`src/rtl/core/rti_pkg.sv`:
```
// Shared constants, register codes and control types of the rigid transform index generator.
`default_nettype none

package rti_pkg;

    // Image geometry and lane count
    localparam int IMAGE_DIM = 512;
    localparam int LANES     = 8;

    // Field widths
    localparam int POS_W    = 9;
    localparam int SHIFT_W  = 24;
    localparam int TRIG_W   = 18;
    localparam int SLICE_W  = 9;
    localparam int INDEX_W  = 27;
    localparam int CFG_A_W  = 3;
    localparam int CFG_D_W  = 24;
    localparam int IN_TDATA_W  = ((2 * POS_W + 7) / 8) * 8;
    localparam int OUT_TDATA_W = ((LANES * INDEX_W + 7) / 8) * 8;

    // Datapath widths
    localparam int FRAC_W  = 16;
    localparam int COL_W   = POS_W + 1;                 // col_base plus a lane offset
    localparam int MUL_W   = COL_W + TRIG_W;
    localparam int OFF_W   = 34;                        // half image in Q16 minus shift in Q16
    localparam int SUM_W   = OFF_W + 2;
    localparam int CRD_W   = SUM_W - FRAC_W;            // floored coordinate
    localparam int DIM_W   = $clog2(IMAGE_DIM);
    localparam int LIN_W   = $clog2(IMAGE_DIM * IMAGE_DIM);
    localparam int PROD_W  = (LIN_W + SLICE_W > INDEX_W) ? LIN_W + SLICE_W : INDEX_W;
    localparam int IDX_MAX = 67108863;
    localparam longint HALF_Q16 = longint'(IMAGE_DIM / 2) * 65536;

    // Register indexes
    typedef enum logic [CFG_A_W-1:0] {
        REG_SHIFT_X = 3'd0,
        REG_SHIFT_Y = 3'd1,
        REG_COSINE  = 3'd2,
        REG_SINE    = 3'd3,
        REG_SLICES  = 3'd4
    } rti_reg_t;

    // Transform settings seen by every lane
    typedef struct packed {
        logic signed [TRIG_W-1:0] cosine;
        logic signed [TRIG_W-1:0] sine;
        logic        [SLICE_W-1:0] slices;
        logic signed [OFF_W-1:0]  off_x;
        logic signed [OFF_W-1:0]  off_y;
    } rti_cfg_t;

    // Stage load enables of the lane pipeline
    typedef struct packed {
        logic en1;
        logic en2;
        logic en3;
    } rti_pipe_ctl_t;

endpackage

`default_nettype wire

```
`src/rtl/core/rti_lane.sv`:
```
// One lane: rotate, translate, floor, bound check and scale to a source index.
`default_nettype none

module rti_lane (
    input  wire logic                               clk,
    input  wire rti_pkg::rti_pipe_ctl_t             ctl,
    input  wire rti_pkg::rti_cfg_t                  cfg,
    input  wire logic signed [rti_pkg::POS_W-1:0]   row_pos,
    input  wire logic signed [rti_pkg::COL_W-1:0]   col,
    output logic [rti_pkg::INDEX_W-1:0]             index
);

    // Stage 1: products
    logic signed [rti_pkg::MUL_W-1:0] ccs_reg, csn_reg;
    logic signed [rti_pkg::MUL_W-1:0] rsn_reg, rcs_reg;
    // Stage 2: linear address and bound flag
    logic signed [rti_pkg::SUM_W-1:0] sum_x, sum_y;
    logic signed [rti_pkg::CRD_W-1:0] crd_x, crd_y;
    logic                             inb_next, inb_reg;
    logic [rti_pkg::LIN_W-1:0]        lin_next, lin_reg;
    // Stage 3: scaled index
    logic [rti_pkg::PROD_W-1:0]       prod;
    logic [rti_pkg::INDEX_W-1:0]      index_next, index_reg;

    // Multiply column and row by cosine and sine
    always_ff @(posedge clk)
    begin
        if (ctl.en1)
        begin
            ccs_reg <= rti_pkg::MUL_W'(col * cfg.cosine);
            csn_reg <= rti_pkg::MUL_W'(col * cfg.sine);
            rsn_reg <= rti_pkg::MUL_W'(row_pos * cfg.sine);
            rcs_reg <= rti_pkg::MUL_W'(row_pos * cfg.cosine);
        end
    end

    // Sum, floor by dropping fraction bits, check bounds, form the linear address
    always_comb
    begin
        sum_x = rti_pkg::SUM_W'(ccs_reg) - rti_pkg::SUM_W'(rsn_reg) + rti_pkg::SUM_W'(cfg.off_x);
        sum_y = rti_pkg::SUM_W'(csn_reg) + rti_pkg::SUM_W'(rcs_reg) + rti_pkg::SUM_W'(cfg.off_y);
        crd_x = sum_x[rti_pkg::SUM_W-1:rti_pkg::FRAC_W];
        crd_y = sum_y[rti_pkg::SUM_W-1:rti_pkg::FRAC_W];
        inb_next = !crd_x[rti_pkg::CRD_W-1] && !crd_y[rti_pkg::CRD_W-1]
                   && (crd_x < rti_pkg::CRD_W'(rti_pkg::IMAGE_DIM))
                   && (crd_y < rti_pkg::CRD_W'(rti_pkg::IMAGE_DIM));
        lin_next = rti_pkg::LIN_W'(crd_y[rti_pkg::DIM_W-1:0]) * rti_pkg::LIN_W'(rti_pkg::IMAGE_DIM)
                   + rti_pkg::LIN_W'(crd_x[rti_pkg::DIM_W-1:0]);
    end

    always_ff @(posedge clk)
    begin
        if (ctl.en2)
        begin
            inb_reg <= inb_next;
            lin_reg <= lin_next;
        end
    end

    // Scale by the slice count, saturate, mark out-of-bounds lanes
    always_comb
    begin
        prod = rti_pkg::PROD_W'(lin_reg) * rti_pkg::PROD_W'(cfg.slices);
        if (!inb_reg)
            index_next = '1;
        else if (prod > rti_pkg::PROD_W'(rti_pkg::IDX_MAX))
            index_next = rti_pkg::INDEX_W'(rti_pkg::IDX_MAX);
        else
            index_next = prod[rti_pkg::INDEX_W-1:0];
    end

    always_ff @(posedge clk)
    begin
        if (ctl.en3)
        begin
            index_reg <= index_next;
        end
    end

    assign index = index_reg;

endmodule

`default_nettype wire

```
`config.mk`:
```
export PLATFORM = sky130hd
export DESIGN_NAME = rti_lane
export DESIGN_NICKNAME = d
export VERILOG_FILES = /design/src/rtl/core/rti_pkg.sv /design/src/rtl/core/rti_lane.sv
export SDC_FILE = /design/constraint.sdc
export NUM_CORES = 2
export LEC_CHECK = 0
export BUFFER_PORTS_ARGS = -buffer_cell sky130_fd_sc_hd__buf_2
export CORE_MARGIN = 5
export CORE_UTILIZATION = 60
export CTS_CLUSTER_DIAMETER = 50
export DETAILED_ROUTE_END_ITERATION = 6
export GPL_ROUTABILITY_DRIVEN = 0
export PLACE_DENSITY = 0.78
export SYNTH_ARGS = -nofsm -noshare
export SYNTH_HDL_FRONTEND = slang
export SYNTH_SLANG_ARGS = --single-unit
```
`constraint.sdc`:
```
create_clock -name clk -period 13.9 [get_ports clk]
set_clock_uncertainty 0.2 [all_clocks]
set_input_delay 0 -clock clk [delete_from_list [all_inputs] [get_ports clk]]
set_output_delay 0 -clock clk [all_outputs]
set_load 0.1 [all_outputs]
```
==> results by group <==
Status
  • Status: completed

Global routing
  • Global-route wire length before repair: 139,000 um
  • Remaining global-route overflow: 0
  • Global routing usage summed across all routing layers: 25.9%
  • Number of antenna violations at the first check in global routing: 8
  • Vias in the first global route: 27,600
  • Pin count of the biggest net entering global routing: 60

Cells and area
  • Most used cells in the layout excluding fill and tap cells: sky130_fd_sc_hd__inv_1, sky130_fd_sc_hd__fa_1, sky130_fd_sc_hd__nand2_1, sky130_fd_sc_hd__and2_1, sky130_fd_sc_hd__ha_1
  • Area added between synthesis and finish: 5.29%
  • Leading cell type in the layout, fill and taps excluded: sky130_fd_sc_hd__inv_1
  • Share of post-route cells with drive strength above 1: 5.84%
  • Final non-filler cell area: 39,000 um^2
  • Final #Nets: 5,141

Yosys
  • Synth async-reset ratio: 0%
  • Post-synth top flop: sky130_fd_sc_hd__edfxtp_1
  • Count of cell types in the netlist: 68
  • Average footprint of a synthesized cell: 9.60 um^2
  • Net count after synthesis: 5,103
  • Yosys warns: 0
  • Gate Count Post-Synth: 3,856
  • Sequential share of the synthesized area: 12.7%
  • Number of synthesized flops with an enable pin: 156
  • Netlist Area Pre-Place: 37,000 um^2
  • Flip-flop and latch count after synthesis: 156

Timing
  • Final number of hold-violating endpoints: 0
  • Worst-Margin Slew: 0.903 ns
  • Setup TNS: 0 ns
  • Slew Limit Headroom: 39.8%
  • Count of endpoints failing setup in the final report: 0
  • Max Clock Freq: 161 MHz
  • Unrepaired setup endpoints after global routing: no
  • Final Max Tran Viols: 0
  • Shortest clock period the worst path allows after layout: 6.22 ns
  • Final cycle utilization of the critical path: 44.8%

Floorplanning
  • Die Area: 66,800 um^2
  • Effective utilization at floorplan: 60.3%
  • Io pins: 163
  • Core Footprint: 61,400 um^2
  • Die height: 258 um
  • Row count: 91
  • Chip width: 258 um

Setup path
  • Maximum fanout along the worst path: 19
  • Required time at the worst-slack endpoint: 13.90 ns
  • Setup CP Type: reg -> reg
  • Number of cells on the worst reg-to-reg path: 18
  • Data arrival time at the worst-slack endpoint: 6.23 ns
  • Startpoint type of the worst setup path: flip-flop
  • Worst Setup End Kind: flip-flop

Job
  • Max capacitance violation total: 0

Placement
  • Cell Area, Placed: 38,300 um^2
  • Quantity of I/O buffers inserted on ports: 162
  • Placed wire-length estimate: 66,800 um

Clocking
  • CTS tree: built
  • CTS hold repair buffers: 6
  • Reg clk slew, reported paths: 0.08 ns
  • Skew-Pair Late Insertion Delay: 0.48 ns
  • Clock tree buffer depth: 2
  • Number of buffers added by the clock tree synthesis step: 17
  • CTS Root Cell: sky130_fd_sc_hd__clkbuf_16
  • H-tree depth: 4
  • Count of buffers added by post-CTS timing repair for setup: 0
  • Num Clock Sinks: 156
  • Count of cells resized by post-cts repair: 0

Worst hold path
  • Hold WC Path Type: in -> reg
  • Min-Delay Path Depth: 5

Routing
  • Number of optimization iterations in the first detailed-route pass: 5
  • Detailed-route wire length per cell: 17.8 um
  • DRC: 0
  • Count of routing violations after the opening detailed-route iteration: 1,585
  • Routed via count: 25,700
  • Avg Vias per Cell: 5.46
  • Residual antenna-violating net count after detailed routing: 0
  • Routed WL: 83,500 um
-- worst max-delay path, cell delays in order, from the launching register on --
cell and delay [ns]:
sky130_fd_sc_hd__edfxtp_1 0.52, sky130_fd_sc_hd__nand2_1 0.13, sky130_fd_sc_hd__fa_1 0.55, sky130_fd_sc_hd__inv_1 0.05, sky130_fd_sc_hd__fa_1 0.49, sky130_fd_sc_hd__fa_1 0.58, sky130_fd_sc_hd__fa_1 0.42, sky130_fd_sc_hd__ha_1 0.33
sky130_fd_sc_hd__or2_2 0.29, sky130_fd_sc_hd__a21oi_1 0.19, sky130_fd_sc_hd__inv_1 0.11, sky130_fd_sc_hd__a311oi_1 0.44, sky130_fd_sc_hd__a21oi_1 0.22, sky130_fd_sc_hd__a21oi_1 0.26, sky130_fd_sc_hd__a21oi_1 0.14, sky130_fd_sc_hd__a31oi_1 0.22
sky130_fd_sc_hd__xnor2_1 0.27, sky130_fd_sc_hd__nor2_4 0.41, sky130_fd_sc_hd__o21ai_0 0.14
-- routing by layer --
metal | track usage (%) | share of wire, % | vias up
li1 | - | - | 11800
met1 | 33.6 | 41 | 13000
met2 | 45.7 | 50 | 710
met3 | 4.86 | 7.0 | 109
met4 | 5.96 | 2.0 | 10
met5 | 0 | 0.072 | -
-- per-stage QoR --
step	hold WS, ns	std cells	utilization [%]	setup slack (ns)
detailed placement	0.311	4659	62.4	7.45
CTS	0.00720	4697	63.5	7.69
global placement	0.302	4659	62.4	7.53
floorplan	-0.0875	3856	-	8.21
global route	0.0482	4698	63.5	7.21
finish	0.0195	4699	63.5	7.68
-- synth_stat cells (19+ instances only) --
cell type                    n  area, um^2
sky130_fd_sc_hd__inv_1     814        3060
sky130_fd_sc_hd__and2_1    362        2260
sky130_fd_sc_hd__a21o_1     37         278
sky130_fd_sc_hd__edfxtp_1  156        4680
sky130_fd_sc_hd__ha_1      356        4450
sky130_fd_sc_hd__a21oi_1   104         521
sky130_fd_sc_hd__o21ai_0    49         245
sky130_fd_sc_hd__and3_1     19         119
sky130_fd_sc_hd__fa_1      755       15100
sky130_fd_sc_hd__clkbuf_1  154         578
sky130_fd_sc_hd__xor2_1     38         333
sky130_fd_sc_hd__nor2_1     88         330
sky130_fd_sc_hd__nand2_1   493        1850
sky130_fd_sc_hd__nand3_1    24         120
sky130_fd_sc_hd__nand2b_1   76         475
sky130_fd_sc_hd__xnor2_1   107         937
sky130_fd_sc_hd__nor3_1     35         175
-- cells by family (layout without fill, tap and decap cells) --
family | count (synthesis) | in the layout | synth area share, %
xor+xnor | 145 | 145 | 3.43
flops | 156 | 156 | 12.7
simple gates | 1162 | 1162 | 15.6
mux | 5 | 5 | 0.135
compound gates | 307 | 307 | 5.50
buf+inv | 970 | 1021 | 9.84
other cells | 0 | 2 | 0
fa+ha+maj | 1111 | 1111 | 52.9
-- area by class of cell --
| type | count | area [um^2] |
|---|---|---|
| diodes | 2 | 5.00 |
| repair buffers | 174 | 918 |
| clock buffers | 17 | 425 |
| fillers | 4831 | 22400 |
| inverters | 815 | 3060 |
| multi-input cells | 2730 | 28700 |
| clock inverters | 15 | 205 |
| well taps | 790 | 988 |
| flip-flops and latches | 156 | 4680 |
-- path summary, 6_finish.rpt --
kind	startpoint	endpoint	slack, ns
hold reg to reg	lin_reg[0]	index[0]	0.63
hold / removal	cfg[17]	lin_reg[10]	0.02
setup / recovery	lin_reg[9]	index[21]	7.68
setup reg to reg	lin_reg[9]	index[21]	7.68
Power is not shown: default switching activity piles up to over one toggle a cycle in this logic, so the estimate is an artifact.
