### config.mk
export PLATFORM = sky130hd
export DESIGN_NAME = rti_merge
export DESIGN_NICKNAME = d
export VERILOG_FILES = /design/src/rtl/core/rti_pkg.sv /design/src/rtl/core/rti_merge.sv
export SDC_FILE = /design/constraint.sdc
export NUM_CORES = 1
export LEC_CHECK = 0
export BUFFER_PORTS_ARGS = -buffer_cell sky130_fd_sc_hd__buf_4
export CAP_MARGIN = 15
export CORE_AREA = 5 5 167 169
export CTS_BUF_LIST = sky130_fd_sc_hd__clkbuf_4
export CTS_CLUSTER_SIZE = 40
export DETAILED_ROUTE_END_ITERATION = 12
export DIE_AREA = 0 0 172 174
export GPL_TIMING_DRIVEN = 0
export MAX_ROUTING_LAYER = met4
export PLACE_DENSITY = 0.54
export SYNTH_ARGS = -nofsm -noshare
export SYNTH_HDL_FRONTEND = slang
export SYNTH_SLANG_ARGS = --single-unit
### constraint.sdc
create_clock -name clk -period 3.3 [get_ports clk]
set_clock_uncertainty 0.1 [all_clocks]
set_input_delay 0.66 -clock clk [delete_from_list [all_inputs] [get_ports clk]]
set_output_delay 0.66 -clock clk [all_outputs]
set_load 0.01 [all_outputs]
### src/rtl/core/rti_pkg.sv
// Shared constants, register codes and control types of the rigid transform index generator.
`default_nettype none

package rti_pkg;

    // Image geometry and lane count
    localparam int IMAGE_DIM = 512;
    localparam int LANES     = 8;

    // Field widths
    localparam int POS_W    = 9;
    localparam int SHIFT_W  = 24;
    localparam int TRIG_W   = 18;
    localparam int SLICE_W  = 9;
    localparam int INDEX_W  = 27;
    localparam int CFG_A_W  = 3;
    localparam int CFG_D_W  = 24;
    localparam int IN_TDATA_W  = ((2 * POS_W + 7) / 8) * 8;
    localparam int OUT_TDATA_W = ((LANES * INDEX_W + 7) / 8) * 8;

    // Datapath widths
    localparam int FRAC_W  = 16;
    localparam int COL_W   = POS_W + 1;                 // col_base plus a lane offset
    localparam int MUL_W   = COL_W + TRIG_W;
    localparam int OFF_W   = 34;                        // half image in Q16 minus shift in Q16
    localparam int SUM_W   = OFF_W + 2;
    localparam int CRD_W   = SUM_W - FRAC_W;            // floored coordinate
    localparam int DIM_W   = $clog2(IMAGE_DIM);
    localparam int LIN_W   = $clog2(IMAGE_DIM * IMAGE_DIM);
    localparam int PROD_W  = (LIN_W + SLICE_W > INDEX_W) ? LIN_W + SLICE_W : INDEX_W;
    localparam int IDX_MAX = 67108863;
    localparam longint HALF_Q16 = longint'(IMAGE_DIM / 2) * 65536;

    // Register indexes
    typedef enum logic [CFG_A_W-1:0] {
        REG_SHIFT_X = 3'd0,
        REG_SHIFT_Y = 3'd1,
        REG_COSINE  = 3'd2,
        REG_SINE    = 3'd3,
        REG_SLICES  = 3'd4
    } rti_reg_t;

    // Transform settings seen by every lane
    typedef struct packed {
        logic signed [TRIG_W-1:0] cosine;
        logic signed [TRIG_W-1:0] sine;
        logic        [SLICE_W-1:0] slices;
        logic signed [OFF_W-1:0]  off_x;
        logic signed [OFF_W-1:0]  off_y;
    } rti_cfg_t;

    // Stage load enables of the lane pipeline
    typedef struct packed {
        logic en1;
        logic en2;
        logic en3;
    } rti_pipe_ctl_t;

endpackage

`default_nettype wire

### src/rtl/core/rti_merge.sv
// Merge stage: pack lane indices into one output word and hold it for the consumer.
`default_nettype none

module rti_merge (
    input  wire logic                              clk,
    input  wire logic                              rst_n,
    input  wire logic                              lanes_valid,
    input  wire logic [rti_pkg::INDEX_W-1:0]       lane_index [rti_pkg::LANES],
    output logic                                   load_ready,
    output logic                                   m_axis_tvalid,
    input  wire logic                              m_axis_tready,
    output logic [rti_pkg::OUT_TDATA_W-1:0]        m_axis_tdata
);

    logic                               valid_reg;
    logic [rti_pkg::OUT_TDATA_W-1:0]    data_reg, data_next;

    // Accept new lane results whenever the output word is empty or leaving
    assign load_ready = !valid_reg || m_axis_tready;

    // Concatenate lanes, lane 0 lowest
    always_comb
    begin
        data_next = '0;
        for (int i = 0; i < rti_pkg::LANES; i++)
        begin
            data_next[i*rti_pkg::INDEX_W +: rti_pkg::INDEX_W] = lane_index[i];
        end
    end

    always_ff @(posedge clk or negedge rst_n)
    begin
        if (!rst_n)
            valid_reg <= 1'b0;
        else if (load_ready)
            valid_reg <= lanes_valid;
    end

    always_ff @(posedge clk)
    begin
        if (load_ready && lanes_valid)
            data_reg <= data_next;
    end

    assign m_axis_tvalid = valid_reg;
    assign m_axis_tdata  = data_reg;

endmodule

`default_nettype wire

==> results of run 1 <==
[logic make-up after synthesis]
| kind of cell | Yosys count | synth area share [%] |
|---|---|---|
| and+or+nand+nor | 3 | 0.440 |
| DFF | 217 | 99.6 |
[critical path, stage by stage (launching register included)]
cell and delay, ns:
dfrtp_1 0.42, nand2b_4 0.09, and2_4 0.75, buf_16 0.38
[through the flow]
stage	utilization (%)	total power [µW]	area [µm²]
floorplan	-	3450	6540
global placement	38.8	3910	10200
detailed placement	39.0	3930	10300
CTS	41.9	6270	11100
global route	41.9	6450	11100
finish	41.9	6140	11100
[layout by cell type (no fill, tap or decap)]
cell type      netlist  routed
nand2b_4             1       1
dfrtp_1              1       1
nand2b_1             1       1
edfxtp_1           216     216
and2_4               1       1
dlygate4sd3_1        0       5
buf_4                0     437
diode_2              0       1
bufinv_16            0       2
clkinv_1             0      14
clkinv_2             0       2
buf_16               0       2
clkbuf_4             0      79
[state kept, by name (all words and copies together) (netlist names)]
signal and cells:
m_axis_tdata 216, m_axis_tvalid 1
[power breakdown]
part | switching [µW] | leakage, µW | total, µW | internal [µW]
Combinational | 253 | 0.00216 | 593 | 340
Clock | 1030 | 0.000421 | 2290 | 1250
Sequential | 44.4 | 0.00207 | 3260 | 3220
[final cells by class]
type	instances	area, µm²	share of cell area [%]
flip-flops and latches	217	6510	58.8
repair buffers	444	3390	30.6
clock buffers	79	593	5.36
well taps	341	427	3.85
clock inverters	18	123	1.11
multi-input cells	3	28.8	0.260
diodes	1	2.50	0.0226
[layer usage]
metal | global-route usage [%] | part of all wire, % | vias up
met3 | 5.55 | 12 | 51
met1 | 12.8 | 33 | 1960
met2 | 21.5 | 52 | 276
met4 | 5.76 | 2.9 | 0
met5 | - | 0 | -
li1 | - | - | 1942
[worst min-delay path by stage]
| stage | end | slack (ns) | cells after the start |
|---|---|---|---|
| 2_1_floorplan | m_axis_tvalid | 0.26 | 0 |
| 3_3_place_gp | m_axis_tvalid | 0.35 | 1 |
| 3_5_place_dp | m_axis_tvalid | 0.35 | 1 |
| 4_1_cts | m_axis_tdata[215] | 0.001 | 1 |
| 5_1_grt | m_axis_tdata[71] | 0.0008 | 1 |
| 6_report | m_axis_tdata[215] | 0.11 | 1 |
[repair_timing]
item,4_1_cts,5_1_grt
hold endpoints to repair,5,0
endpoints found under the setup margin,0,0
hold buffers,5,0
==> flow_summary.ini, run 1 <==
[status]
status = completed

[sta]
finalCriticalPeriod_ns = 2.20
post-route-period-util_pct = 66.6
final-hold-violation-count = 0
setup_ws_ns = 1.10
fmax_mhz = 455
slew_viol_final = 0
setup_viol = 0
tns_ns = 0
rsz0062_at_grt = false
max_slew_margin_pct = 36.6
hold_slack_ns = 0.107
worst_pin_slew_ns = 0.952

[min_path]
holdCritStartpoint = lane_index[26]
hold_path.class = input pin to flop

[place]
dp.cells = 1000
dpl.hpwl_um = 15600
place.gp.congestion = 0.825
io_buffers = 437
dp_slack_ns = 0.705

[yosys]
synthCells = 220
synth_commonest_cells = edfxtp_1 (216), and2_4 (1), dfrtp_1 (1), nand2b_1 (1), nand2b_4 (1)
synth_edf_count = 216
synth.avg_cell_area_um2 = 29.7
yosysMostFrequentCell = edfxtp_1
yosysSeqAreaShare_pct = 99.6
yosys-top-cells-area = edfxtp_1 (99%), dfrtp_1 (0.38%), nand2b_4 (0.21%)
synth_top_area_share_pct = 99.2
synth_top_area_cell = edfxtp_1
synthesis.nets = 440
synthArstFlopShare_pct = 0.461
synth_top_flop_cell = edfxtp_1
syn_area_mm2 = 0.00654
synth-seq-cells = 217
synth_cell_types = 5
yosys_warnings = 0

[clocking]
cts_sinks = 217
cts_setup_buffers = 0
cts_root_buffer = clkbuf_4
cts_buffers = 56
worst_skew_pair.late_latency_ns = 0.62
post_cts_resized = 0
cts_tree = built
ctsHtreeMaxLevel = 2
clk_pin_slew_ns = 0.07
max-clock-path-buffers = 3

[die]
die_x_um = 172
rows = 60
die_height_um = 174
pin_count = 438
fp.coreArea_mm2 = 0.0264
start_util_pct = 24.7
dieArea_mm2 = 0.0299

[drt]
drt-total-wl_um = 19900
first_iter_violations = 181
drtPass1Iterations = 4
final_antenna_net_count = 0
wl_per_cell_um = 18.0
drc = 0
avgViaCountPerCell = 3.83
dr_total_vias = 4229

[cells_and_area]
fill_cells = 2459
nNetsFinal = 942
syn_to_final_growth_pct = 69.3
final_layout_size_suffix_gt1_share_pct = 68.9
layoutNonFillerInstCount = 1103

[grt]
grt_first_pass_wirelength_um = 28000
grt_pass1_vias = 4791
gr-total-overflow = 0
grtUsageTotal_pct = 12.8
antenna_found_initial = 1
grt_max_degree = 79

[critical_path]
r2r_slack_ns = 1.10
rr_worst_depth = 3
end_kind = flop
path_class = flop to flop
critPathRequiredTime_ns = 3.46
crit_end = m_axis_tdata[38]
cp.arrival_ns = 2.36
r2r-start = m_axis_tvalid
rr_endpoint = m_axis_tdata[38]
worstPathMaxFanout = 78
startpoint_type = flop
cp-startpoint = m_axis_tvalid

[flow_run]
cap_violations = 0

[pwr]
power.density_mw_per_mm2 = 555
ir_worst_vdd_v = 0.000303
power.leakage_uw = 0.00465
(Power assumes the default switching activity.)
==> run 2, diff against run 1 <==
==> constraint.sdc (replaced) <==
create_clock -name clk -period 2.05 [get_ports clk]
set_clock_uncertainty 0.1 [all_clocks]
set_input_delay 0.41 -clock clk [delete_from_list [all_inputs] [get_ports clk]]
set_output_delay 0.41 -clock clk [all_outputs]
set_load 0.01 [all_outputs]
==> flow_summary.ini, run 2 <==
[yosys]
yosys-top-cells-area = edfxtp_1 (99%), dfrtp_1 (0.38%), nand2b_4 (0.21%)
synth_commonest_cells = edfxtp_1 (216), and2_4 (1), dfrtp_1 (1), nand2b_1 (1), nand2b_4 (1)
synth_top_flop_cell = edfxtp_1
synthesis.nets = 440
synthCells = 220
synth_top_area_share_pct = 99.2
synth.avg_cell_area_um2 = 29.7
synth-seq-cells = 217
synthArstFlopShare_pct = 0.461
yosys_warnings = 0
synth_cell_types = 5
yosysSeqAreaShare_pct = 99.6
synth_top_area_cell = edfxtp_1
yosysMostFrequentCell = edfxtp_1
synth_edf_count = 216
syn_area_mm2 = 0.00654

[place]
dp.cells = 1001
dp_slack_ns = -0.247
place.gp.congestion = 0.801
dpl.hpwl_um = 15600
io_buffers = 437

[clocking]
cts_hold_buffers = 220
max-clock-path-buffers = 3
cts_root_buffer = clkbuf_4
ctsHtreeMaxLevel = 2
cts_buffers = 57
post_cts_resized = 0
cts_sinks = 217
cts_setup_buffers = 0

[die]
start_util_pct = 24.7
die_x_um = 172
die_height_um = 174
pin_count = 438
rows = 60

[status]
status = stopped before the end
failing_step = 4_1_cts
toolErrorMsg = [ERROR RSZ-0060] Max buffer count reached.
==> run 2: cell counts after synthesis <==
Identical to the previous run, type by type.
==> run 2: stage by stage <==
stage	hold slack [ns]	cell area, µm²
2_1_floorplan	0.0144	6540
3_3_place_gp	0.0869	10200
3_5_place_dp	0.0864	10300
==> run 2: cells by family after synthesis <==
kind of cell | share of synthesized area (%)
simple gates | 0.440
flops | 99.6
==> run 3, diff against run 2 <==
--- a/config.mk
+++ b/config.mk
@@ -8,13 +8,10 @@
 export BUFFER_PORTS_ARGS = -buffer_cell sky130_fd_sc_hd__buf_4
 export CAP_MARGIN = 15
 export CORE_AREA = 5 5 167 169
-export CTS_BUF_LIST = sky130_fd_sc_hd__clkbuf_4
-export CTS_CLUSTER_SIZE = 40
 export DETAILED_ROUTE_END_ITERATION = 12
 export DIE_AREA = 0 0 172 174
 export GPL_TIMING_DRIVEN = 0
-export MAX_ROUTING_LAYER = met4
-export PLACE_DENSITY = 0.54
+export PLACE_DENSITY_LB_ADDON = 0.15
 export SYNTH_ARGS = -nofsm -noshare
 export SYNTH_HDL_FRONTEND = slang
 export SYNTH_SLANG_ARGS = --single-unit
==> flow_summary.ini, run 3 <==
[clocking]
cts_setup_buffers = 0
cts_sinks = 217
post_cts_resized = 0
ctsHtreeMaxLevel = 1
cts_buffers = 25
cts_hold_buffers = 210
max-clock-path-buffers = 3
cts_root_buffer = clkbuf_16

[yosys]
synth_top_area_share_pct = 99.2
synth-seq-cells = 217
synthCells = 220
synth.avg_cell_area_um2 = 29.7
yosys.area_share.adder_pct = 0
synth-compound-area-share_pct = 0
synth_edf_count = 216
yosysSeqAreaShare_pct = 99.6
synthSimpleGateAreaFrac_pct = 0.440
synth_top_family_by_area = simple AND/OR/NAND/NOR gates
synth.area.mux_share_pct = 0
yosys-top-cells-area = edfxtp_1 (99%), dfrtp_1 (0.38%), nand2b_4 (0.21%)
synthesis.nets = 440
synth_xor_area_share_pct = 0
yosysMostFrequentCell = edfxtp_1
yosys_warnings = 0
synthArstFlopShare_pct = 0.461
synth_top_flop_cell = edfxtp_1
synth_top_area_cell = edfxtp_1
synth_cell_types = 5
synth_commonest_cells = edfxtp_1 (216), and2_4 (1), dfrtp_1 (1), nand2b_1 (1), nand2b_4 (1)
syn_area_mm2 = 0.00654

[status]
status = stopped before the end
toolErrorMsg = [ERROR RSZ-0060] Max buffer count reached.
failing_step = 4_1_cts

[die]
die_x_um = 172
start_util_pct = 24.7
pin_count = 438
rows = 60
die_height_um = 174

[place]
placed_cell_area_mm2 = 0.0103
dp.cells = 1001
dpl.hpwl_um = 15600
place.gp.congestion = 0.774
dp_slack_ns = -0.298
io_buffers = 437
run 3: cell counts after synthesis:
Identical to the previous run, type by type.
run 3: logic make-up after synthesis:
kind of cell	count (synthesis)
flip-flops	217
AND/OR/NAND/NOR	3
run 3: per-stage QoR:
stage | hold slack (ns) | TNS, ns | util, %
after floorplan | 0.0144 | -120.34 | -
after global placement | 0.0863 | -249.00 | 38.8
after detailed placement | 0.0860 | -17.03 | 39.1
