<file path="config.mk">
export PLATFORM = sky130hd
export DESIGN_NAME = rti_cfg_regs
export DESIGN_NICKNAME = d
export VERILOG_FILES = /design/src/rtl/core/rti_pkg.sv /design/src/rtl/core/rti_cfg_regs.sv
export SDC_FILE = /design/constraint.sdc
export NUM_CORES = 1
export LEC_CHECK = 0
export BUFFER_PORTS_ARGS = -buffer_cell sky130_fd_sc_hd__buf_2
export CORE_MARGIN = 8
export CORE_UTILIZATION = 50
export DETAILED_ROUTE_END_ITERATION = 10
export PLACE_DENSITY = 0.8
export SLEW_MARGIN = 20
export SYNTH_ARGS = -nofsm -noshare
export SYNTH_HDL_FRONTEND = slang
export SYNTH_SLANG_ARGS = --single-unit
</file>
<file path="constraint.sdc">
create_clock -name clk -period 1 [get_ports clk]
set_input_delay 0.15 -clock clk [delete_from_list [all_inputs] [get_ports clk]]
set_output_delay 0.15 -clock clk [all_outputs]
set_load 0.02 [all_outputs]
</file>
<file path="src/rtl/core/rti_pkg.sv">
// Shared constants, register codes and control types of the rigid transform index generator.
`default_nettype none

package rti_pkg;

    // Image geometry and lane count
    localparam int IMAGE_DIM = 512;
    localparam int LANES     = 8;

    // Field widths
    localparam int POS_W    = 9;
    localparam int SHIFT_W  = 24;
    localparam int TRIG_W   = 18;
    localparam int SLICE_W  = 9;
    localparam int INDEX_W  = 27;
    localparam int CFG_A_W  = 3;
    localparam int CFG_D_W  = 24;
    localparam int IN_TDATA_W  = ((2 * POS_W + 7) / 8) * 8;
    localparam int OUT_TDATA_W = ((LANES * INDEX_W + 7) / 8) * 8;

    // Datapath widths
    localparam int FRAC_W  = 16;
    localparam int COL_W   = POS_W + 1;                 // col_base plus a lane offset
    localparam int MUL_W   = COL_W + TRIG_W;
    localparam int OFF_W   = 34;                        // half image in Q16 minus shift in Q16
    localparam int SUM_W   = OFF_W + 2;
    localparam int CRD_W   = SUM_W - FRAC_W;            // floored coordinate
    localparam int DIM_W   = $clog2(IMAGE_DIM);
    localparam int LIN_W   = $clog2(IMAGE_DIM * IMAGE_DIM);
    localparam int PROD_W  = (LIN_W + SLICE_W > INDEX_W) ? LIN_W + SLICE_W : INDEX_W;
    localparam int IDX_MAX = 67108863;
    localparam longint HALF_Q16 = longint'(IMAGE_DIM / 2) * 65536;

    // Register indexes
    typedef enum logic [CFG_A_W-1:0] {
        REG_SHIFT_X = 3'd0,
        REG_SHIFT_Y = 3'd1,
        REG_COSINE  = 3'd2,
        REG_SINE    = 3'd3,
        REG_SLICES  = 3'd4
    } rti_reg_t;

    // Transform settings seen by every lane
    typedef struct packed {
        logic signed [TRIG_W-1:0] cosine;
        logic signed [TRIG_W-1:0] sine;
        logic        [SLICE_W-1:0] slices;
        logic signed [OFF_W-1:0]  off_x;
        logic signed [OFF_W-1:0]  off_y;
    } rti_cfg_t;

    // Stage load enables of the lane pipeline
    typedef struct packed {
        logic en1;
        logic en2;
        logic en3;
    } rti_pipe_ctl_t;

endpackage

`default_nettype wire

</file>
<file path="src/rtl/core/rti_cfg_regs.sv">
// Configuration register file with precomputed centre offsets.
`default_nettype none

module rti_cfg_regs (
    input  wire logic                          clk,
    input  wire logic                          rst_n,
    input  wire logic                          cfg_valid,
    input  wire logic [rti_pkg::CFG_A_W-1:0]   cfg_addr,
    input  wire logic [rti_pkg::CFG_D_W-1:0]   cfg_data,
    output rti_pkg::rti_cfg_t                  cfg
);

    rti_pkg::rti_cfg_t cfg_reg;
    rti_pkg::rti_cfg_t cfg_next;
    logic signed [rti_pkg::OFF_W-1:0] shift_q16;
    logic signed [rti_pkg::OFF_W-1:0] off_new;

    // Scale the Q8 shift to Q16 and subtract it from the image centre
    always_comb
    begin
        shift_q16 = $signed({{(rti_pkg::OFF_W - rti_pkg::SHIFT_W - 8){cfg_data[rti_pkg::SHIFT_W-1]}},
                             cfg_data[rti_pkg::SHIFT_W-1:0], 8'h00});
        off_new   = rti_pkg::OFF_W'(rti_pkg::HALF_Q16) - shift_q16;
    end

    // Decode the write
    always_comb
    begin
        cfg_next = cfg_reg;
        if (cfg_valid)
        begin
            unique case (cfg_addr)
                rti_pkg::REG_SHIFT_X: cfg_next.off_x  = off_new;
                rti_pkg::REG_SHIFT_Y: cfg_next.off_y  = off_new;
                rti_pkg::REG_COSINE:  cfg_next.cosine = cfg_data[rti_pkg::TRIG_W-1:0];
                rti_pkg::REG_SINE:    cfg_next.sine   = cfg_data[rti_pkg::TRIG_W-1:0];
                rti_pkg::REG_SLICES:  cfg_next.slices = cfg_data[rti_pkg::SLICE_W-1:0];
                default:              cfg_next = cfg_reg;
            endcase
        end
    end

    always_ff @(posedge clk or negedge rst_n)
    begin
        if (!rst_n)
        begin
            cfg_reg.off_x  <= rti_pkg::OFF_W'(rti_pkg::HALF_Q16);
            cfg_reg.off_y  <= rti_pkg::OFF_W'(rti_pkg::HALF_Q16);
            cfg_reg.cosine <= rti_pkg::TRIG_W'(65536);
            cfg_reg.sine   <= '0;
            cfg_reg.slices <= rti_pkg::SLICE_W'(1);
        end
        else
        begin
            cfg_reg <= cfg_next;
        end
    end

    assign cfg = cfg_reg;

endmodule

`default_nettype wire

</file>
==> reports/results.tsv, run 1 <==
stage	metric	value	unit
yosys	Yosys top cell area share	54.9	%
critical_path	crit path max fanout	2	
flow_run	Max Cap Viol	0	
floorplanning	starting density of the core	51.0	%
routing	DR iter-0 viols	259	
outcome	failing checks	negative setup slack	
routing	Initial DRT Pass Iterations	5	
routing	routed length per instance	22.4	um
yosys	top cells by instance count after synthesis	dfrtp_1, nand2_1, o21ai_0	
routing	vias post-DR	3938	
sta	Tcrit/Tclk final	149	%
cts	total CTS buffers	9	
critical_path	Critical Path Start Type	input pin	
final_layout	Util after Layout	89.1	%
yosys	Mapped Cells	357	
sta	Final Hold Fails	0	
global_route	vias in the first global route	4068	
yosys	ranking of synthesized cells by area	dfrtp_1, mux2_2, o21ai_0	
floorplanning	core area	0.00813	sq mm
final_layout	max FFs per register	95	
placed_design	Post-DP HPWL	8.90	mm
cts	clock transition at the registers of the reported paths	100	ps
sta	Post-Route Skew	0	ps
routing	post-route ant nets	0	
yosys	synth warn	0	
cts	CTS tree	built	
yosys	register area share after synthesis	57.4	%
yosys	post-synth cell types	42	
floorplanning	die area	0.0115	sq mm
floorplanning	Chip Height	107	um
critical_path	Worst R2R Start	cfg[46]$_DFFE_PN0P_	
floorplanning	Rows	33	
yosys	Mapped Area	0.00415	sq mm
sta	Final Setup Violations	133	
global_route	antenna violations before repair	0	
critical_path	Critical Path RT	1270	ps
critical_path	r2r setup slk	20	ps
routing	Residual DRC	0	
min_path	Hold Path Class	input pin to register	
yosys	Post-synth EDFFs	0	
power	PD cells	1870	mW/mm^2
routing	drt total wl	16.1	mm
final_layout	layout cells sized above 1	60.9	%
cts	Clock Path Buffers	2	
critical_path	WS Path Type	input pin to register	
yosys	synthesized flop and latch total	95	
final_layout	final net count	642	
power	maximum vdd drop	0.00132	V
critical_path	CP Capture Point	cfg[63]$_DFFE_PN0P_	
yosys	most common cell in the netlist	dfrtp_1	
placed_design	placed cell area	0.00548	sq mm
sta	RSZ-0062 raised after global routing	true	
global_route	GRT Overall Usage	24.1	%
final_layout	ANT cells	0	
critical_path	arrival time worst endpoint	1760	ps
cts	H-tree levels	3	
critical_path	CP Capture Type	register	
sta	Final WS setup	-492	ps
floorplanning	Die W	107	um
final_layout	Finished Cell Area	0.00725	sq mm
critical_path	worst reg2reg path endpoint	cfg[46]$_DFFE_PN0P_	
yosys	Primary FF master, synth	dfrtp_1	
power	Tot Pwr	13.6	mW
routing	Vias/cell	5.46	
cts	clock insertion delay at the later pin of the skew report	360	ps
cts	Clock Sinks	95	
placed_design	# port buffers	126	
global_route	GRT Residual Overflow	0	
critical_path	reg2reg path depth	4	
critical_path	CP startpoint	cfg_data[19]	
yosys	Async SR Flop Fraction	100	%
sta	minimum clock period	1490	ps
yosys	Avg Inst Size Synth	11.6	sq um
sta	max frequency	0.670	GHz
yosys	most area-hungry cell type in the Yosys netlist	dfrtp_1	
floorplanning	I/O pin cnt	143	
global_route	largest net degree at the start of global routing	53	
power	P_leak	3.49	nW
placed_design	gpl congestion	0.871	
sta	final count of pins violating max slew	0	
final_layout	area delta synth->final	74.7	%
outcome	outcome	finished with violations	
global_route	first-pass GRT wire length	21.5	mm
cts	clk root buf	clkbuf_8	
[routing by layer]
metal	vias to the layer above	wire (um)	global-route usage (%)
met2	217	8370	42.2
met4	0	772	13.1
met3	63	1270	5.46
met1	1957	5740	26.6
li1	1701	-	-
met5	-	0	0
[timing repair]
item	in CTS	in global routing
hold endpoints to repair	93	0
endpoints found under the setup margin	133	137
gates resized for setup	243	37
hold buffers	2	0
pin swaps	29	27
buffers inserted	35	39
[where the power goes]
group	switching [mW]	internal, mW
Sequential	0.683	4.66
Clock	1.53	1.27
Combinational	2.52	2.90
Total	4.73	8.82
[layout by cell type, fill, tap and decap left out, types with 2 or more instances in the layout]
cell / n
buf_2: 19
xor2_1: 7
o21ai_0: 13
buf_4: 116
nor2_4: 5
dfrtp_1: 91
xnor2_2: 4
nand2_1: 52
clkbuf_8: 10
o31ai_1: 5
nand4_1: 3
nor4_4: 4
inv_4: 2
buf_6: 116
o21ai_2: 3
mux2_2: 28
nand3b_1: 2
conb_1: 16
o21ai_1: 31
xor2_2: 6
or3_4: 4
buf_12: 9
dlygate4sd3_1: 2
xnor2_1: 3
nor3_1: 5
buf_8: 2
a21oi_4: 4
dfstp_2: 4
mux2_4: 17
xnor2_4: 2
nand3_4: 2
nor2_1: 2
inv_6: 2
[kinds of logic after synthesis]
logic type	after synthesis	synth area share, %
mux	46	12.4
xor+xnor	22	4.64
simple gates	93	11.1
compound gates	61	8.05
flops	95	57.4
other cells	1	0.0903
buf+inv	38	6.00
fa+ha+maj	1	0.301
[worst max-delay path, cell delays in order]
cell and delay [ps]:
buf_6 90, or3_4 390, or3_4 350, or4b_4 540, o21ai_4 140, o31ai_1 90
[area by class of cell]
type	instances	area [sq um]
Timing Repair Buffer	264	2500
Sequential cell	95	2380
Multi-Input combinational cell	239	2010
Fill cell	327	883
Clock buffer	10	138
Tap cell	105	131
Clock inverter	6	75.1
Inverter	2	12.5
[metrics by stage]
stage	setup TNS, ps	cells	hold slack, ps	setup WS, ps
6_report	-17840	721	107	-492
5_1_grt	-22890	721	105	-514
4_1_cts	-14420	685	105	-445
3_5_place_dp	-34810	632	-43.5	-855
3_3_place_gp	-31520	632	-44.4	-823
2_1_floorplan	-15290	372	-146	-781
[worst min path at each step]
stage / start / to / slack [ps] / cells past startpoint
after global placement: rst_n / cfg[91]$_DFFE_PN0P_ / -40 / 1
after global routing: rst_n / cfg[91]$_DFFE_PN0P_ / 110 / 2
after detailed placement: rst_n / cfg[91]$_DFFE_PN0P_ / -40 / 1
after floorplan: rst_n / cfg[100]$_DFFE_PN0P_ / -150 / 0
after CTS: cfg_data[1] / cfg[78]$_DFFE_PN0P_ / 100 / 3
final: cfg_data[1] / cfg[78]$_DFFE_PN0P_ / 110 / 3
No activity file was read; power rests on OpenSTA's default activity.
==> inputs of run 2 (changes only) <==
--- a/config.mk
+++ b/config.mk
@@ -6,10 +6,12 @@
 export NUM_CORES = 1
 export LEC_CHECK = 0
 export BUFFER_PORTS_ARGS = -buffer_cell sky130_fd_sc_hd__buf_2
+export CELL_PAD_IN_SITES_DETAIL_PLACEMENT = 0
+export CELL_PAD_IN_SITES_GLOBAL_PLACEMENT = 1
 export CORE_MARGIN = 8
-export CORE_UTILIZATION = 50
+export CORE_UTILIZATION = 38
 export DETAILED_ROUTE_END_ITERATION = 10
-export PLACE_DENSITY = 0.8
+export PLACE_DENSITY_LB_ADDON = 0.1
 export SLEW_MARGIN = 20
 export SYNTH_ARGS = -nofsm -noshare
 export SYNTH_HDL_FRONTEND = slang
==> reports/results.tsv, run 2 (synthesized netlist as in run 1, its figures left out) <==
stage	metric	value	unit	change
outcome	outcome	finished with violations		unchanged
outcome	failing checks	negative setup slack		unchanged
power	Tot Pwr	13.2	mW	was 13.6 mW
cts	clock transition at the registers of the reported paths	90	ps	was 100 ps
sta	RSZ-0062 raised after global routing	true		unchanged
cts	CTS tree	built		unchanged
final_layout	commonest non-fill, non-tap cell in the layout	buf_6		
cts	clk root buf	clkbuf_8		unchanged
routing	Vias/cell	4.68		was 5.46
final_layout	fill count	834		was 327
final_layout	layout cells sized above 1	59.5	%	was 60.9%
power	P_leak	3.39	nW	was 3.49 nW
cts	Clock Sinks	95		unchanged
routing	drt total wl	12.8	mm	was 16.1 mm
critical_path	Critical Path Start Type	input pin		unchanged
final_layout	max FFs per register	95		unchanged
routing	vias post-DR	3460		was 3938
final_layout	Multi-input gate area	0.00198	sq mm	was 0.00201 sq mm
routing	Residual DRC	0		unchanged
sta	minimum clock period	1490	ps	about the same
cts	total CTS buffers	9		unchanged
floorplanning	core area	0.0107	sq mm	was 0.00813 sq mm
routing	DR iter-0 viols	127		was 259
placed_design	Post-DP HPWL	9.24	mm	was 8.90 mm
global_route	vias in the first global route	3669		was 4068
flow_run	Max Cap Viol	0		unchanged
final_layout	Finished Cell Area	0.00711	sq mm	was 0.00725 sq mm
final_layout	commonest non-fill, non-tap cells in the layout	buf_6, buf_4, dfrtp_1		was buf_4, buf_6, dfrtp_1
sta	Final WS setup	-494	ps	was -492 ps
final_layout	area delta synth->final	71.4	%	was 74.7%
floorplanning	Die W	121	um	was 107 um
routing	routed length per instance	17.3	um	was 22.4 um
critical_path	Most common cell on crit path	or3_4		unchanged
sta	Tcrit/Tclk final	149	%	about the same
power	maximum vdd drop	0.000933	V	was 0.00132 V
global_route	antenna violations before repair	0		unchanged
critical_path	CP top delay family	simple AND/OR/NAND/NOR gates		unchanged
critical_path	CP Capture Type	register		unchanged
critical_path	Critical Path RT	1230	ps	was 1270 ps
placed_design	pre-CTS setup slack	-901	ps	was -855 ps
final_layout	final net count	626		was 642
sta	final count of pins violating max slew	0		unchanged
critical_path	CP bufs+invs	1		unchanged
cts	Clock Path Buffers	2		unchanged
floorplanning	die area	0.0145	sq mm	was 0.0115 sq mm
power	PD cells	1860	mW/mm^2	was 1870 mW/mm^2
sta	max frequency	0.669	GHz	was 0.670 GHz
final_layout	area occupied by registers	0.00238	sq mm	unchanged
critical_path	Critical-path top delay cell	or4b_4		unchanged
sta	Final Setup Violations	137		was 133
critical_path	WS Path Type	input pin to register		unchanged
routing	Initial DRT Pass Iterations	4		was 5
floorplanning	starting density of the core	38.6	%	was 51.0%
floorplanning	I/O pin cnt	143		unchanged
sta	Final Hold Fails	0		unchanged
critical_path	Critical Path Max Stage Delay	520	ps	was 540 ps
global_route	GRT Residual Overflow	0		unchanged
global_route	largest net degree at the start of global routing	39		was 53
placed_design	# port buffers	126		unchanged
critical_path	crit path max fanout	2		unchanged
floorplanning	Chip Height	121	um	was 107 um
critical_path	arrival time worst endpoint	1730	ps	was 1760 ps
sta	Post-Route Skew	0	ps	unchanged
cts	H-tree levels	3		unchanged
min_path	Hold Path Class	input pin to register		unchanged
cts	clock insertion delay at the later pin of the skew report	360	ps	about the same
placed_design	gpl congestion	0.742		was 0.871
placed_design	placed cell area	0.00550	sq mm	was 0.00548 sq mm
final_layout	ANT cells	0		unchanged
routing	post-route ant nets	0		unchanged
global_route	GRT Overall Usage	17.6	%	was 24.1%
global_route	first-pass GRT wire length	20.0	mm	was 21.5 mm
floorplanning	Rows	38		was 33
critical_path	CP Cell Sequence	buf_6 > or3_4 > or3_4 > or4b_4 > o21ai_2 > o31ai_1		was buf_6 > or3_4 > or3_4 > or4b_4 > o21ai_4 > o31ai_1
[run 2: per-layer routing]
layer / share of wire, % / up-vias / track usage [%]
met1: 44 / 1675 / 22.6
met4: 1.7 / 0 / 6.79
met2: 48 / 108 / 27.7
li1: - / 1661 / -
met5: 0 / - / 0
met3: 6.8 / 16 / 4.90
[run 2: worst paths after layout]
check	from	endpoint	slack, ps	depth (start not counted)
max	cfg_data[19]	cfg[29]$_DFFE_PN0P_	-490	6
min	cfg_data[23]	cfg[66]$_DFFE_PN0P_	40	2
max reg2reg	cfg[109]$_DFFE_PN0P_	cfg[109]$_DFFE_PN0P_	-40	3
min reg2reg	cfg[58]$_DFFE_PN1P_	cfg[58]$_DFFE_PN1P_	480	2
max in group asynchronous	rst_n	cfg[24]$_DFFE_PN1P_	310	3
min in group asynchronous	rst_n	cfg[52]$_DFFE_PN0P_	190	2
[run 2: stage by stage]
stage,util [%],hold slack [ps],TNS [ps],cells
floorplan,-,-146,-15290,372
global placement,51.2,33.5,-34880,665
detailed placement,51.2,31.9,-35900,665
CTS,63.3,17.4,-15170,712
global route,66.2,27.4,-18660,740
finish,66.2,35.2,-13320,740
[run 2: what timing repair did]
action,CTS,global route
hold buffers,1,0
pin swaps,25,18
resized for setup,246,17
endpoints found under the setup margin,135,135
buffers inserted,31,31
hold endpoints to repair,91,0
[run 2: report_power, final]
group / total, mW / switching, mW / internal [mW]
sequential: 5.28 / 0.623 / 4.66
clock: 2.86 / 1.32 / 1.55
combinational: 5.07 / 2.27 / 2.79
total: 13.2 / 4.21 / 9.00
[run 2: final cells by class]
class	count	share of cell area, %
flip-flops and latches	95	33.5
repair buffers	248	33.0
multi-input cells	239	27.8
well taps	140	2.46
clock buffers	13	2.23
clock inverters	3	0.915
inverters	2	0.141
